[src/rtl/tcp_opt_pkg.sv]
// ----------------------------------------------------------------------------
// tcp_opt_pkg
// Shared types and codes for the TCP option area parser.
// ----------------------------------------------------------------------------
package tcp_opt_pkg;

  // record types
  localparam logic [1:0] REC_DATA   = 2'd0;
  localparam logic [1:0] REC_OPTION = 2'd1;
  localparam logic [1:0] REC_END    = 2'd2;

  // option status
  localparam logic [1:0] ST_OK       = 2'd0;
  localparam logic [1:0] ST_BAD_LEN  = 2'd1;
  localparam logic [1:0] ST_TRUNC    = 2'd2;
  localparam logic [1:0] ST_ZERO_LEN = 2'd3;

  // option kinds with special handling
  localparam logic [7:0] KIND_EOL    = 8'd0;
  localparam logic [7:0] KIND_NOP    = 8'd1;
  localparam logic [7:0] KIND_MSS    = 8'd2;
  localparam logic [7:0] KIND_WSCALE = 8'd3;
  localparam logic [7:0] KIND_TS     = 8'd8;

  // queue between front and back
  localparam int QDEPTH = 4;
  localparam int PTR_W  = $clog2(QDEPTH);
  localparam int CNT_W  = $clog2(QDEPTH + 1);

  // everything one input byte produces: up to a data, an option and an end record
  typedef struct packed {
    logic        has_data;
    logic        has_opt;
    logic        has_end;
    logic [7:0]  kind;
    logic [7:0]  length;
    logic [1:0]  status;
    logic [31:0] value_a;
    logic [31:0] value_b;
    logic [7:0]  data_byte;
    logic [5:0]  data_index;
  } bundle_t;

  // queue handshake between modules
  typedef struct packed {
    logic full;
    logic empty;
  } q_status_t;

endpackage

[src/rtl/tcp_opt_ifs.sv]
// ----------------------------------------------------------------------------
// tcp_opt channels
// Valid/ready channel bundles for option bytes in and parser records out.
// ----------------------------------------------------------------------------
interface tcp_opt_in_if;
  logic       valid;
  logic       ready;
  logic       start_req;
  logic [5:0] area_len;
  logic [7:0] opt_byte;

  modport source (output valid, start_req, area_len, opt_byte, input ready);
  modport sink   (input valid, start_req, area_len, opt_byte, output ready);
endinterface

interface tcp_opt_out_if;
  logic        valid;
  logic        ready;
  logic [1:0]  rec_type;
  logic [7:0]  opt_kind;
  logic [7:0]  opt_length;
  logic [1:0]  status;
  logic [31:0] value_a;
  logic [31:0] value_b;
  logic [7:0]  data_byte;
  logic [5:0]  data_index;
  logic        last;

  modport source (output valid, rec_type, opt_kind, opt_length, status, value_a,
                  value_b, data_byte, data_index, last, input ready);
  modport sink   (input valid, rec_type, opt_kind, opt_length, status, value_a,
                  value_b, data_byte, data_index, last, output ready);
endinterface

[src/rtl/tcp_option_parser.sv]
// ----------------------------------------------------------------------------
// tcp_option_parser
// Streaming TCP header option parser: one option byte in, typed records out.
// ----------------------------------------------------------------------------
// The block takes one option byte per transfer, every cycle, as long as its
// four-entry record queue has room. A byte with start_req opens a new area
// (length clamped to MAX_OPT_BYTES) and is itself the first byte of it. Each
// byte yields zero to three records: a data record for every option data
// byte, an option record per option (kind, length, status, decoded MSS,
// window scale or timestamp values) and an end-of-list record closing the
// area; last marks the final record of each byte. The output side moves one
// record per cycle while rec_out.ready is high, so a byte with two or three
// records holds the output for one transfer each; the queue absorbs bursts
// as the input keeps flowing. A byte's records pass through the queue and
// the cur register. Bytes outside an open area or after EOL yield nothing.
// ----------------------------------------------------------------------------
module tcp_option_parser #(
  parameter int MAX_OPT_BYTES = 40
) (
  input  logic          clk,
  input  logic          rst,
  tcp_opt_in_if.sink    opt_in,
  tcp_opt_out_if.source rec_out
);

  // front side: parser state machine
  logic                   accept;
  logic                   q_push;
  logic                   q_pop;
  tcp_opt_pkg::bundle_t   push_data;
  tcp_opt_pkg::bundle_t   q_head;
  tcp_opt_pkg::q_status_t q_stat;

  // take a byte whenever the queue can hold its records
  assign opt_in.ready = !q_stat.full;
  assign accept       = opt_in.valid && opt_in.ready;

  tcp_opt_front #(
    .MAX_OPT_BYTES (MAX_OPT_BYTES)
  ) u_front (
    .clk       (clk),
    .rst       (rst),
    .accept    (accept),
    .start_req (opt_in.start_req),
    .area_len  (opt_in.area_len),
    .opt_byte  (opt_in.opt_byte),
    .push      (q_push),
    .bundle    (push_data)
  );

  // decoupling queue
  tcp_opt_queue u_queue (
    .clk       (clk),
    .rst       (rst),
    .push      (q_push),
    .push_data (push_data),
    .pop       (q_pop),
    .q_stat    (q_stat),
    .head      (q_head)
  );

  // back side: record serializer
  tcp_opt_back u_back (
    .clk     (clk),
    .rst     (rst),
    .q_stat  (q_stat),
    .head    (q_head),
    .pop     (q_pop),
    .rec_out (rec_out)
  );

`ifndef SYNTH
  // never write into a full queue
  a_no_overflow: assert property (@(posedge clk) disable iff (rst)
    q_push |-> !q_stat.full)
    else $error("record queue overflow");

  // queued records reach the output by the next cycle
  a_drain: assert property (@(posedge clk) disable iff (rst)
    !q_stat.empty |=> rec_out.valid)
    else $error("queued records not presented");

  // end-of-list record always closes its byte's records
  a_end_last: assert property (@(posedge clk) disable iff (rst)
    (rec_out.valid && rec_out.rec_type == tcp_opt_pkg::REC_END) |-> rec_out.last)
    else $error("end record without last");
`endif

endmodule

[src/rtl/tcp_opt_front.sv]
// ----------------------------------------------------------------------------
// tcp_opt_front
// Per-byte option parser state machine; packs the records of one byte.
// ----------------------------------------------------------------------------
module tcp_opt_front #(
  parameter int MAX_OPT_BYTES = 40
) (
  input  logic                 clk,
  input  logic                 rst,
  input  logic                 accept,
  input  logic                 start_req,
  input  logic [5:0]           area_len,
  input  logic [7:0]           opt_byte,
  output logic                 push,
  output tcp_opt_pkg::bundle_t bundle
);

  localparam logic [1:0] PH_IDLE = 2'd0;
  localparam logic [1:0] PH_KIND = 2'd1;
  localparam logic [1:0] PH_LEN  = 2'd2;
  localparam logic [1:0] PH_DATA = 2'd3;

  localparam logic [5:0] MAX_LEN = 6'(MAX_OPT_BYTES);

  logic [1:0]  phase, phase_next;
  logic [5:0]  bytes_left, bytes_left_next;
  logic [7:0]  cur_kind, cur_kind_next;
  logic [7:0]  cur_length, cur_length_next;
  logic [5:0]  data_count, data_count_next;
  logic [63:0] value_shift, value_shift_next;

  logic [1:0]  eph;
  logic [5:0]  ebl, clamped, bl_dec;
  logic [7:0]  ekind, elen, dlen;
  logic [5:0]  edc;
  logic [63:0] evs;
  logic        do_after, use_decode;
  logic [1:0]  after_phase, forced_st;
  logic        has_data, has_opt, has_end;
  logic [1:0]  st;
  logic [31:0] va, vb;

  always_comb begin
    clamped = (area_len > MAX_LEN) ? MAX_LEN : area_len;
    eph   = phase;
    ebl   = bytes_left;
    ekind = cur_kind;
    elen  = cur_length;
    edc   = data_count;
    evs   = value_shift;
    if (start_req) begin
      eph   = (clamped == 6'd0) ? PH_IDLE : PH_KIND;
      ebl   = clamped;
      ekind = 8'd0;
      elen  = 8'd0;
      edc   = 6'd0;
      evs   = 64'd0;
    end

    phase_next       = eph;
    bytes_left_next  = ebl;
    cur_kind_next    = ekind;
    cur_length_next  = elen;
    data_count_next  = edc;
    value_shift_next = evs;
    has_data    = 1'b0;
    has_opt     = 1'b0;
    has_end     = 1'b0;
    do_after    = 1'b0;
    after_phase = PH_KIND;
    use_decode  = 1'b0;
    forced_st   = tcp_opt_pkg::ST_OK;
    bl_dec      = ebl - 6'd1;

    if (start_req && clamped == 6'd0) begin
      has_end = 1'b1;
    end else begin
      case (eph)
        PH_KIND: begin
          if (opt_byte == tcp_opt_pkg::KIND_EOL) begin
            has_end         = 1'b1;
            phase_next      = PH_IDLE;
            bytes_left_next = 6'd0;
          end else if (opt_byte == tcp_opt_pkg::KIND_NOP) begin
            cur_kind_next   = tcp_opt_pkg::KIND_NOP;
            cur_length_next = 8'd1;
            has_opt         = 1'b1;
            do_after        = 1'b1;
            after_phase     = PH_KIND;
          end else if (ebl <= 6'd1) begin
            // lone kind byte at the end of the area
            has_end         = 1'b1;
            phase_next      = PH_IDLE;
            bytes_left_next = 6'd0;
          end else begin
            cur_kind_next   = opt_byte;
            cur_length_next = 8'd0;
            do_after        = 1'b1;
            after_phase     = PH_LEN;
          end
        end
        PH_LEN: begin
          cur_length_next = opt_byte;
          if (opt_byte == 8'd0) begin
            has_opt         = 1'b1;
            forced_st       = tcp_opt_pkg::ST_ZERO_LEN;
            has_end         = 1'b1;
            phase_next      = PH_IDLE;
            bytes_left_next = 6'd0;
          end else if (opt_byte > ({2'b00, ebl} + 8'd1)) begin
            has_opt         = 1'b1;
            forced_st       = tcp_opt_pkg::ST_TRUNC;
            has_end         = 1'b1;
            phase_next      = PH_IDLE;
            bytes_left_next = 6'd0;
          end else if (opt_byte == 8'd1) begin
            has_opt     = 1'b1;
            forced_st   = tcp_opt_pkg::ST_BAD_LEN;
            do_after    = 1'b1;
            after_phase = PH_KIND;
          end else if (opt_byte == 8'd2) begin
            value_shift_next = 64'd0;
            has_opt          = 1'b1;
            use_decode       = 1'b1;
            do_after         = 1'b1;
            after_phase      = PH_KIND;
          end else begin
            data_count_next  = 6'd0;
            value_shift_next = 64'd0;
            do_after         = 1'b1;
            after_phase      = PH_DATA;
          end
        end
        PH_DATA: begin
          has_data         = 1'b1;
          value_shift_next = {evs[55:0], opt_byte};
          data_count_next  = edc + 6'd1;
          do_after         = 1'b1;
          if (({2'b00, data_count_next} + 8'd2) >= elen) begin
            has_opt     = 1'b1;
            use_decode  = 1'b1;
            after_phase = PH_KIND;
          end else begin
            after_phase = PH_DATA;
          end
        end
        default: begin
        end
      endcase

      if (do_after) begin
        bytes_left_next = bl_dec;
        if (bl_dec == 6'd0) begin
          has_end    = 1'b1;
          phase_next = PH_IDLE;
        end else begin
          phase_next = after_phase;
        end
      end
    end

    // option value decode on the updated state
    dlen = cur_length_next - 8'd2;
    st   = forced_st;
    va   = 32'd0;
    vb   = 32'd0;
    if (use_decode) begin
      case (cur_kind_next)
        tcp_opt_pkg::KIND_MSS: begin
          if (dlen != 8'd2) st = tcp_opt_pkg::ST_BAD_LEN;
          else va = {16'd0, value_shift_next[15:0]};
        end
        tcp_opt_pkg::KIND_WSCALE: begin
          if (dlen != 8'd1) st = tcp_opt_pkg::ST_BAD_LEN;
          else va = {24'd0, value_shift_next[7:0]};
        end
        tcp_opt_pkg::KIND_TS: begin
          if (dlen != 8'd8) begin
            st = tcp_opt_pkg::ST_BAD_LEN;
          end else begin
            va = value_shift_next[63:32];
            vb = value_shift_next[31:0];
          end
        end
        default: begin
        end
      endcase
    end
  end

  assign push = accept && (has_data || has_opt || has_end);

  always_comb begin
    bundle.has_data   = has_data;
    bundle.has_opt    = has_opt;
    bundle.has_end    = has_end;
    bundle.kind       = cur_kind_next;
    bundle.length     = cur_length_next;
    bundle.status     = st;
    bundle.value_a    = va;
    bundle.value_b    = vb;
    bundle.data_byte  = opt_byte;
    bundle.data_index = edc;
  end

  always_ff @(posedge clk) begin
    if (rst) begin
      phase       <= PH_IDLE;
      bytes_left  <= 6'd0;
      cur_kind    <= 8'd0;
      cur_length  <= 8'd0;
      data_count  <= 6'd0;
      value_shift <= 64'd0;
    end else if (accept) begin
      phase       <= phase_next;
      bytes_left  <= bytes_left_next;
      cur_kind    <= cur_kind_next;
      cur_length  <= cur_length_next;
      data_count  <= data_count_next;
      value_shift <= value_shift_next;
    end
  end

endmodule

[src/rtl/tcp_opt_queue.sv]
// ----------------------------------------------------------------------------
// tcp_opt_queue
// Small register FIFO of record bundles between front and back.
// ----------------------------------------------------------------------------
module tcp_opt_queue (
  input  logic                   clk,
  input  logic                   rst,
  input  logic                   push,
  input  tcp_opt_pkg::bundle_t   push_data,
  input  logic                   pop,
  output tcp_opt_pkg::q_status_t q_stat,
  output tcp_opt_pkg::bundle_t   head
);

  tcp_opt_pkg::bundle_t entries [tcp_opt_pkg::QDEPTH];

  logic [tcp_opt_pkg::PTR_W-1:0] wr_ptr, rd_ptr;
  logic [tcp_opt_pkg::CNT_W-1:0] count;

  assign q_stat.full  = (count == tcp_opt_pkg::CNT_W'(tcp_opt_pkg::QDEPTH));
  assign q_stat.empty = (count == '0);
  assign head         = entries[rd_ptr];

  always_ff @(posedge clk) begin
    if (push) begin
      entries[wr_ptr] <= push_data;
    end
  end

  always_ff @(posedge clk) begin
    if (rst) begin
      wr_ptr <= '0;
      rd_ptr <= '0;
      count  <= '0;
    end else begin
      if (push) wr_ptr <= wr_ptr + tcp_opt_pkg::PTR_W'(1);
      if (pop)  rd_ptr <= rd_ptr + tcp_opt_pkg::PTR_W'(1);
      case ({push, pop})
        2'b10:   count <= count + tcp_opt_pkg::CNT_W'(1);
        2'b01:   count <= count - tcp_opt_pkg::CNT_W'(1);
        default: count <= count;
      endcase
    end
  end

endmodule

[src/rtl/tcp_opt_back.sv]
// ----------------------------------------------------------------------------
// tcp_opt_back
// Unpacks one bundle into its data, option and end records, one per transfer.
// ----------------------------------------------------------------------------
module tcp_opt_back (
  input  logic                   clk,
  input  logic                   rst,
  input  tcp_opt_pkg::q_status_t q_stat,
  input  tcp_opt_pkg::bundle_t   head,
  output logic                   pop,
  tcp_opt_out_if.source          rec_out
);

  tcp_opt_pkg::bundle_t cur;
  logic [2:0] pend;     // [0] data, [1] option, [2] end
  logic       is_last;
  logic       xfer;

  assign is_last = ((pend & (pend - 3'd1)) == 3'd0);
  assign xfer    = rec_out.valid && rec_out.ready;
  assign pop     = !q_stat.empty && ((pend == 3'd0) || (is_last && rec_out.ready));

  always_ff @(posedge clk) begin
    if (pop) begin
      cur <= head;
    end
  end

  always_ff @(posedge clk) begin
    if (rst) begin
      pend <= 3'd0;
    end else if (pop) begin
      pend <= {head.has_end, head.has_opt, head.has_data};
    end else if (xfer) begin
      pend <= pend & (pend - 3'd1);
    end
  end

  always_comb begin
    rec_out.valid      = (pend != 3'd0);
    rec_out.last       = is_last;
    rec_out.rec_type   = tcp_opt_pkg::REC_END;
    rec_out.opt_kind   = 8'd0;
    rec_out.opt_length = 8'd0;
    rec_out.status     = tcp_opt_pkg::ST_OK;
    rec_out.value_a    = 32'd0;
    rec_out.value_b    = 32'd0;
    rec_out.data_byte  = 8'd0;
    rec_out.data_index = 6'd0;
    if (pend[0]) begin
      rec_out.rec_type   = tcp_opt_pkg::REC_DATA;
      rec_out.opt_kind   = cur.kind;
      rec_out.opt_length = cur.length;
      rec_out.data_byte  = cur.data_byte;
      rec_out.data_index = cur.data_index;
    end else if (pend[1]) begin
      rec_out.rec_type   = tcp_opt_pkg::REC_OPTION;
      rec_out.opt_kind   = cur.kind;
      rec_out.opt_length = cur.length;
      rec_out.status     = cur.status;
      rec_out.value_a    = cur.value_a;
      rec_out.value_b    = cur.value_b;
    end
  end

endmodule

[src/flat_wrapper.sv]
// flat-port wrapper written by rule: the top's interface ports become plain ports
module tcp_option_parser_flat 
#(
  parameter int MAX_OPT_BYTES = 40
)
  (clk, rst, opt_in_valid, opt_in_start_req, opt_in_area_len, opt_in_opt_byte, opt_in_ready, rec_out_valid, rec_out_rec_type, rec_out_opt_kind, rec_out_opt_length, rec_out_status, rec_out_value_a, rec_out_value_b, rec_out_data_byte, rec_out_data_index, rec_out_last, rec_out_ready);
  tcp_opt_in_if opt_in_i ();
  tcp_opt_out_if rec_out_i ();
  input  logic clk;
  input  logic rst;
  input wire logic [$bits(opt_in_i.valid)-1:0] opt_in_valid;
  input wire logic [$bits(opt_in_i.start_req)-1:0] opt_in_start_req;
  input wire logic [$bits(opt_in_i.area_len)-1:0] opt_in_area_len;
  input wire logic [$bits(opt_in_i.opt_byte)-1:0] opt_in_opt_byte;
  output wire logic [$bits(opt_in_i.ready)-1:0] opt_in_ready;
  output wire logic [$bits(rec_out_i.valid)-1:0] rec_out_valid;
  output wire logic [$bits(rec_out_i.rec_type)-1:0] rec_out_rec_type;
  output wire logic [$bits(rec_out_i.opt_kind)-1:0] rec_out_opt_kind;
  output wire logic [$bits(rec_out_i.opt_length)-1:0] rec_out_opt_length;
  output wire logic [$bits(rec_out_i.status)-1:0] rec_out_status;
  output wire logic [$bits(rec_out_i.value_a)-1:0] rec_out_value_a;
  output wire logic [$bits(rec_out_i.value_b)-1:0] rec_out_value_b;
  output wire logic [$bits(rec_out_i.data_byte)-1:0] rec_out_data_byte;
  output wire logic [$bits(rec_out_i.data_index)-1:0] rec_out_data_index;
  output wire logic [$bits(rec_out_i.last)-1:0] rec_out_last;
  input wire logic [$bits(rec_out_i.ready)-1:0] rec_out_ready;
  assign opt_in_i.valid = opt_in_valid;
  assign opt_in_i.start_req = opt_in_start_req;
  assign opt_in_i.area_len = opt_in_area_len;
  assign opt_in_i.opt_byte = opt_in_opt_byte;
  assign opt_in_ready = opt_in_i.ready;
  assign rec_out_valid = rec_out_i.valid;
  assign rec_out_rec_type = rec_out_i.rec_type;
  assign rec_out_opt_kind = rec_out_i.opt_kind;
  assign rec_out_opt_length = rec_out_i.opt_length;
  assign rec_out_status = rec_out_i.status;
  assign rec_out_value_a = rec_out_i.value_a;
  assign rec_out_value_b = rec_out_i.value_b;
  assign rec_out_data_byte = rec_out_i.data_byte;
  assign rec_out_data_index = rec_out_i.data_index;
  assign rec_out_last = rec_out_i.last;
  assign rec_out_i.ready = rec_out_ready;
  tcp_option_parser #(.MAX_OPT_BYTES(MAX_OPT_BYTES)) u_core (.clk(clk), .rst(rst), .opt_in(opt_in_i), .rec_out(rec_out_i));
endmodule
[config.mk]
export PLATFORM = sky130hd
export DESIGN_NAME = tcp_option_parser_flat
export DESIGN_NICKNAME = d
export VERILOG_FILES = /design/src/rtl/tcp_opt_pkg.sv /design/src/rtl/tcp_opt_ifs.sv /design/src/rtl/tcp_option_parser.sv /design/src/rtl/tcp_opt_front.sv /design/src/rtl/tcp_opt_queue.sv /design/src/rtl/tcp_opt_back.sv /design/src/flat_wrapper.sv
export SDC_FILE = /design/constraint.sdc
export NUM_CORES = 1
export LEC_CHECK = 0
export ABC_CLOCK_PERIOD_IN_PS = 7850
export BUFFER_PORTS_ARGS = -buffer_cell sky130_fd_sc_hd__buf_2
export CORE_MARGIN = 1.5
export CORE_UTILIZATION = 55
export DETAILED_ROUTE_END_ITERATION = 8
export PLACE_DENSITY = 0.75
export SLEW_MARGIN = 10
export SYNTH_ARGS = -nofsm -noshare
export SYNTH_HDL_FRONTEND = slang
export SYNTH_HIERARCHICAL = 1
export SYNTH_SLANG_ARGS = --single-unit
[constraint.sdc]
create_clock -name clk -period 7.85 [get_ports clk]
set_input_delay 0.3925 -clock clk [delete_from_list [all_inputs] [get_ports clk]]
set_output_delay 0.3925 -clock clk [all_outputs]
set_load 0.03 [all_outputs]
==> metrics.txt <==
Critical Path Source Type=input pin; initial detailed-routing violation count=1,350; Hold Path Class=in -> reg; Netlist Area Pre-Place=25,300 µm²; slew margin rel.=22.3%; TritonCTS clock tree=done; crit path max fanout=27; die area=47,300 µm²; critical path class=in -> reg; Total Routing Usage GR=24.0%; antenna cells=0; placed insts=2,272; setup violators final=0; Seq/Total Area, Yosys=66.7%; total number of vias=14,600; multi-input logic area=7720 µm²; RSZ-0062 raised after global routing=false; Yosys cell types=86; Area growth, synth to finish=11.2%; Die Y=218 µm; Max-Cap Viols=0; leakage dissipation=9.84 nW; DRC viols=0; Resize count post-CTS=0; Critical Path Slowest Stage Cell=a21oi_1; Wirelength per Cell=23.5 µm; layout cell share with drive strength beyond 1=23.2%; post-CTS setup buffers=0; critical path's largest stage delay=0.85 ns; Peak Freq=174 MHz; pin count of the biggest net entering global routing=103; switch share=27.7%; pwr/cell area=288 nW/µm²; total clock sinks=598; crit-path most repeated cell=a21oi_1; starting density of the core=55.8%; worst slew pin tran=1.16 ns; fin crit share=73.3%; Async S/R FF share, synth=0%; Combinational Power Share=18.6%; Avg Cell Area, Syn=15.5 µm²; Seq pwr share=49.8%; synthesis-stage register bit count=598; CTS H-tree depth=2; TritonCTS Buffers=56; Non-Filler Instances=2,377; I/O pin count=120; # fillers=3,282; grt total ovfl=0; CP arrival=6.29 ns; Synth Flop Type=edfxtp_1; clock share of power=31.7%; Worst-Skew Late Latency=0.62 ns; CTS Root Cell=clkbuf_16; Synth Net Count=1,685; status=completed; vias in the first global route=14,300; clock transition at the registers of the reported paths=0.06 ns; final layout net count=1,780; crit path capture type=flip-flop; via-per-instance ratio=6.14; core area=45,400 µm²; setup TNS=0 ns; post-route ant nets=0; row cnt=78; Syn. warnings=6; CTS Hold Bufs=0; width of the die=218 µm; P_int=5.87 mW; Slew Viols, Final=0; maximum VDD drop=0.206 mV; I/O Buffers=119; final hold viol count=0; Worst Path Required=8.38 ns; register area=16,900 µm²; Sw Pwr=2.24 mW; first-pass GRT wire length=85,900 µm; total routed wirelength=55,900 µm; Final Skew=0.0162 ns; Final Critical Period=5.76 ns; Pre-antenna DRT Iters=6; Post-Synthesis Cells=1,635; DP HPWL=35,500 µm; worst path cell trace=buf_2 > inv_1 > a21oi_1 > inv_1 > ha_1 > xor2_1 > ha_1 > o211a_1 > o31ai_1 > a21oi_1 > nor2_1 > a21oi_1 > and2_2 > nand2b_1 > buf_4 > a22oi_1 > nor2_1; Max Buffers Root-to-Sink=3; GP Congestion=0.948; initial antenna violation count=0; EDFF count, synth=492
power by group through the flow:
stage	combinational (mW)	sequential [mW]	clock (mW)
finish	1.51	4.04	2.57
global route	1.62	4.08	2.74
CTS	1.53	4.05	2.61
detailed placement	1.52	4.11	0
global placement	1.51	4.10	0
floorplan	1.17	4.05	0
state kept, by name, indices dropped and copies added, names as in the netlist, named ones only:
signal and count:
u_core/u_queue/rd_ptr 2, u_core/u_queue/wr_ptr 2, u_core/u_front/cur_kind 8, u_core/u_front/bytes_left 6, u_core/u_back/pend 3, u_core/u_back/cur 96, u_core/u_front/phase 2, u_core/u_front/value_shift 64
u_core/u_queue/entries 396, u_core/u_front/data_count 6, u_core/u_queue/count 3, u_core/u_front/cur_length 8
cell usage after synthesis, drive strengths merged (3+ instances only):
cell | count | share of area, %
o211a | 3 | 0.12
dfxtp | 106 | 8.4
nand4 | 4 | 0.099
a31oi | 5 | 0.12
o22ai | 5 | 0.12
nand2 | 52 | 0.77
o2111ai | 3 | 0.10
nor3b | 7 | 0.29
a22o | 27 | 0.93
or2 | 10 | 0.25
nor3 | 13 | 0.26
o21ai | 29 | 0.59
inv | 41 | 0.61
a32oi | 9 | 0.34
and3 | 10 | 0.25
xnor2 | 8 | 0.28
a21oi | 42 | 0.86
nand2b | 8 | 0.20
or4 | 3 | 0.089
nand3 | 11 | 0.22
and4 | 3 | 0.10
and2 | 95 | 2.4
nor2 | 155 | 3.5
o31ai | 5 | 0.15
a22oi | 93 | 2.8
o211ai | 7 | 0.21
edfxtp | 492 | 58
nor4 | 5 | 0.18
xor2 | 11 | 0.38
nor2b | 33 | 0.85
mux4 | 99 | 8.8
clkbuf | 67 | 0.99
nor4b | 4 | 0.21
or3b | 4 | 0.14
a32o | 18 | 0.71
buf | 44 | 1.4
a211oi | 22 | 0.65
ha | 30 | 1.5
mux2i | 10 | 0.40
o21a | 4 | 0.12
or3 | 7 | 0.20
worst max-delay path: cells and delay by family:
family	cells	cell delay, ns
AOI/OAI and AO/OA	6	2.14
xor gates and xnor gates	1	0.17
adders and majority gates	2	0.62
buffers and inverters	4	1.32
and+or+nand+nor	4	1.61
final timing paths:
check | start | to | slack [ns] | depth (start not counted)
max reg2reg | u_core/u_front/bytes_left[0] | u_core/u_front/value_shift[37] | 2.33 | 15
min | opt_in_opt_byte[5] | u_core/u_queue/entries[0][11] | 0.20 | 1
max | opt_in_start_req | u_core/u_front/value_shift[37] | 2.09 | 17
min reg2reg | u_core/u_front/data_count[0] | u_core/u_front/data_count[0] | 0.47 | 2
cell type report:
cell class,instances,area share [%]
Clock buffer,78,5.45
Clock inverter,27,0.760
Inverter,41,0.547
Timing Repair Buffer,148,3.08
Tap cell,600,2.67
Multi-Input combinational cell,885,27.4
Sequential cell,598,60.1
layout by cell type (no fill, tap or decap), drive strengths merged, types with 5 or more instances in the layout:
cell type  netlist  layout
edfxtp         492     492
nor2           155     155
buf             44     148
dfxtp          106     106
mux4            99      99
and2            95      95
a22oi           93      93
clkbuf          67      78
nand2           52      52
inv             41      43
a21oi           42      42
nor2b           33      33
ha              30      30
o21ai           29      29
a22o            27      27
a211oi          22      22
clkinv           0      19
a32o            18      18
nor3            13      13
nand3           11      11
xor2            11      11
mux2i           10      10
and3            10      10
or2             10      10
a32oi            9       9
nand2b           8       8
xnor2            8       8
o211ai           7       7
or3              7       7
nor3b            7       7
o31ai            5       5
a31oi            5       5
o22ai            5       5
nor4             5       5
cells by family (layout without fill, tap and decap cells):
logic type,count (synthesis),count (layout),synth area share (%)
flip-flops,598,598,66.7
XOR/XNOR,19,19,0.657
AO/OA/AOI/OAI,296,296,8.68
multiplexers,109,109,9.20
adder cells (fa/ha/maj),31,31,1.56
AND/OR/NAND/NOR,430,430,10.2
buffers and inverters,152,294,2.97
per-layer routing:
layer / up-vias / GRT usage (%) / share of wire (%)
li1: 6528 / - / -
met1: 7389 / 35.7 / 44
met2: 584 / 37.0 / 47
met3: 89 / 3.63 / 7.2
met4: 0 / 6.85 / 2.3
met5: - / 0 / 0
stage by stage:
stage	utilization [%]	hold WS [ns]	setup slack (ns)	cell area [µm²]	power [mW]
final	62.0	0.195	2.09	28100	8.11
after global routing	62.0	0.177	1.74	28100	8.44
after CTS	62.0	0.176	2.19	28100	8.18
after detailed placement	58.2	0.459	1.55	26400	5.62
after global placement	58.1	0.450	1.71	26400	5.61
after floorplan	-	0.430	0.335	25300	5.22
Note: power is estimated with default switching activity, not from simulation.
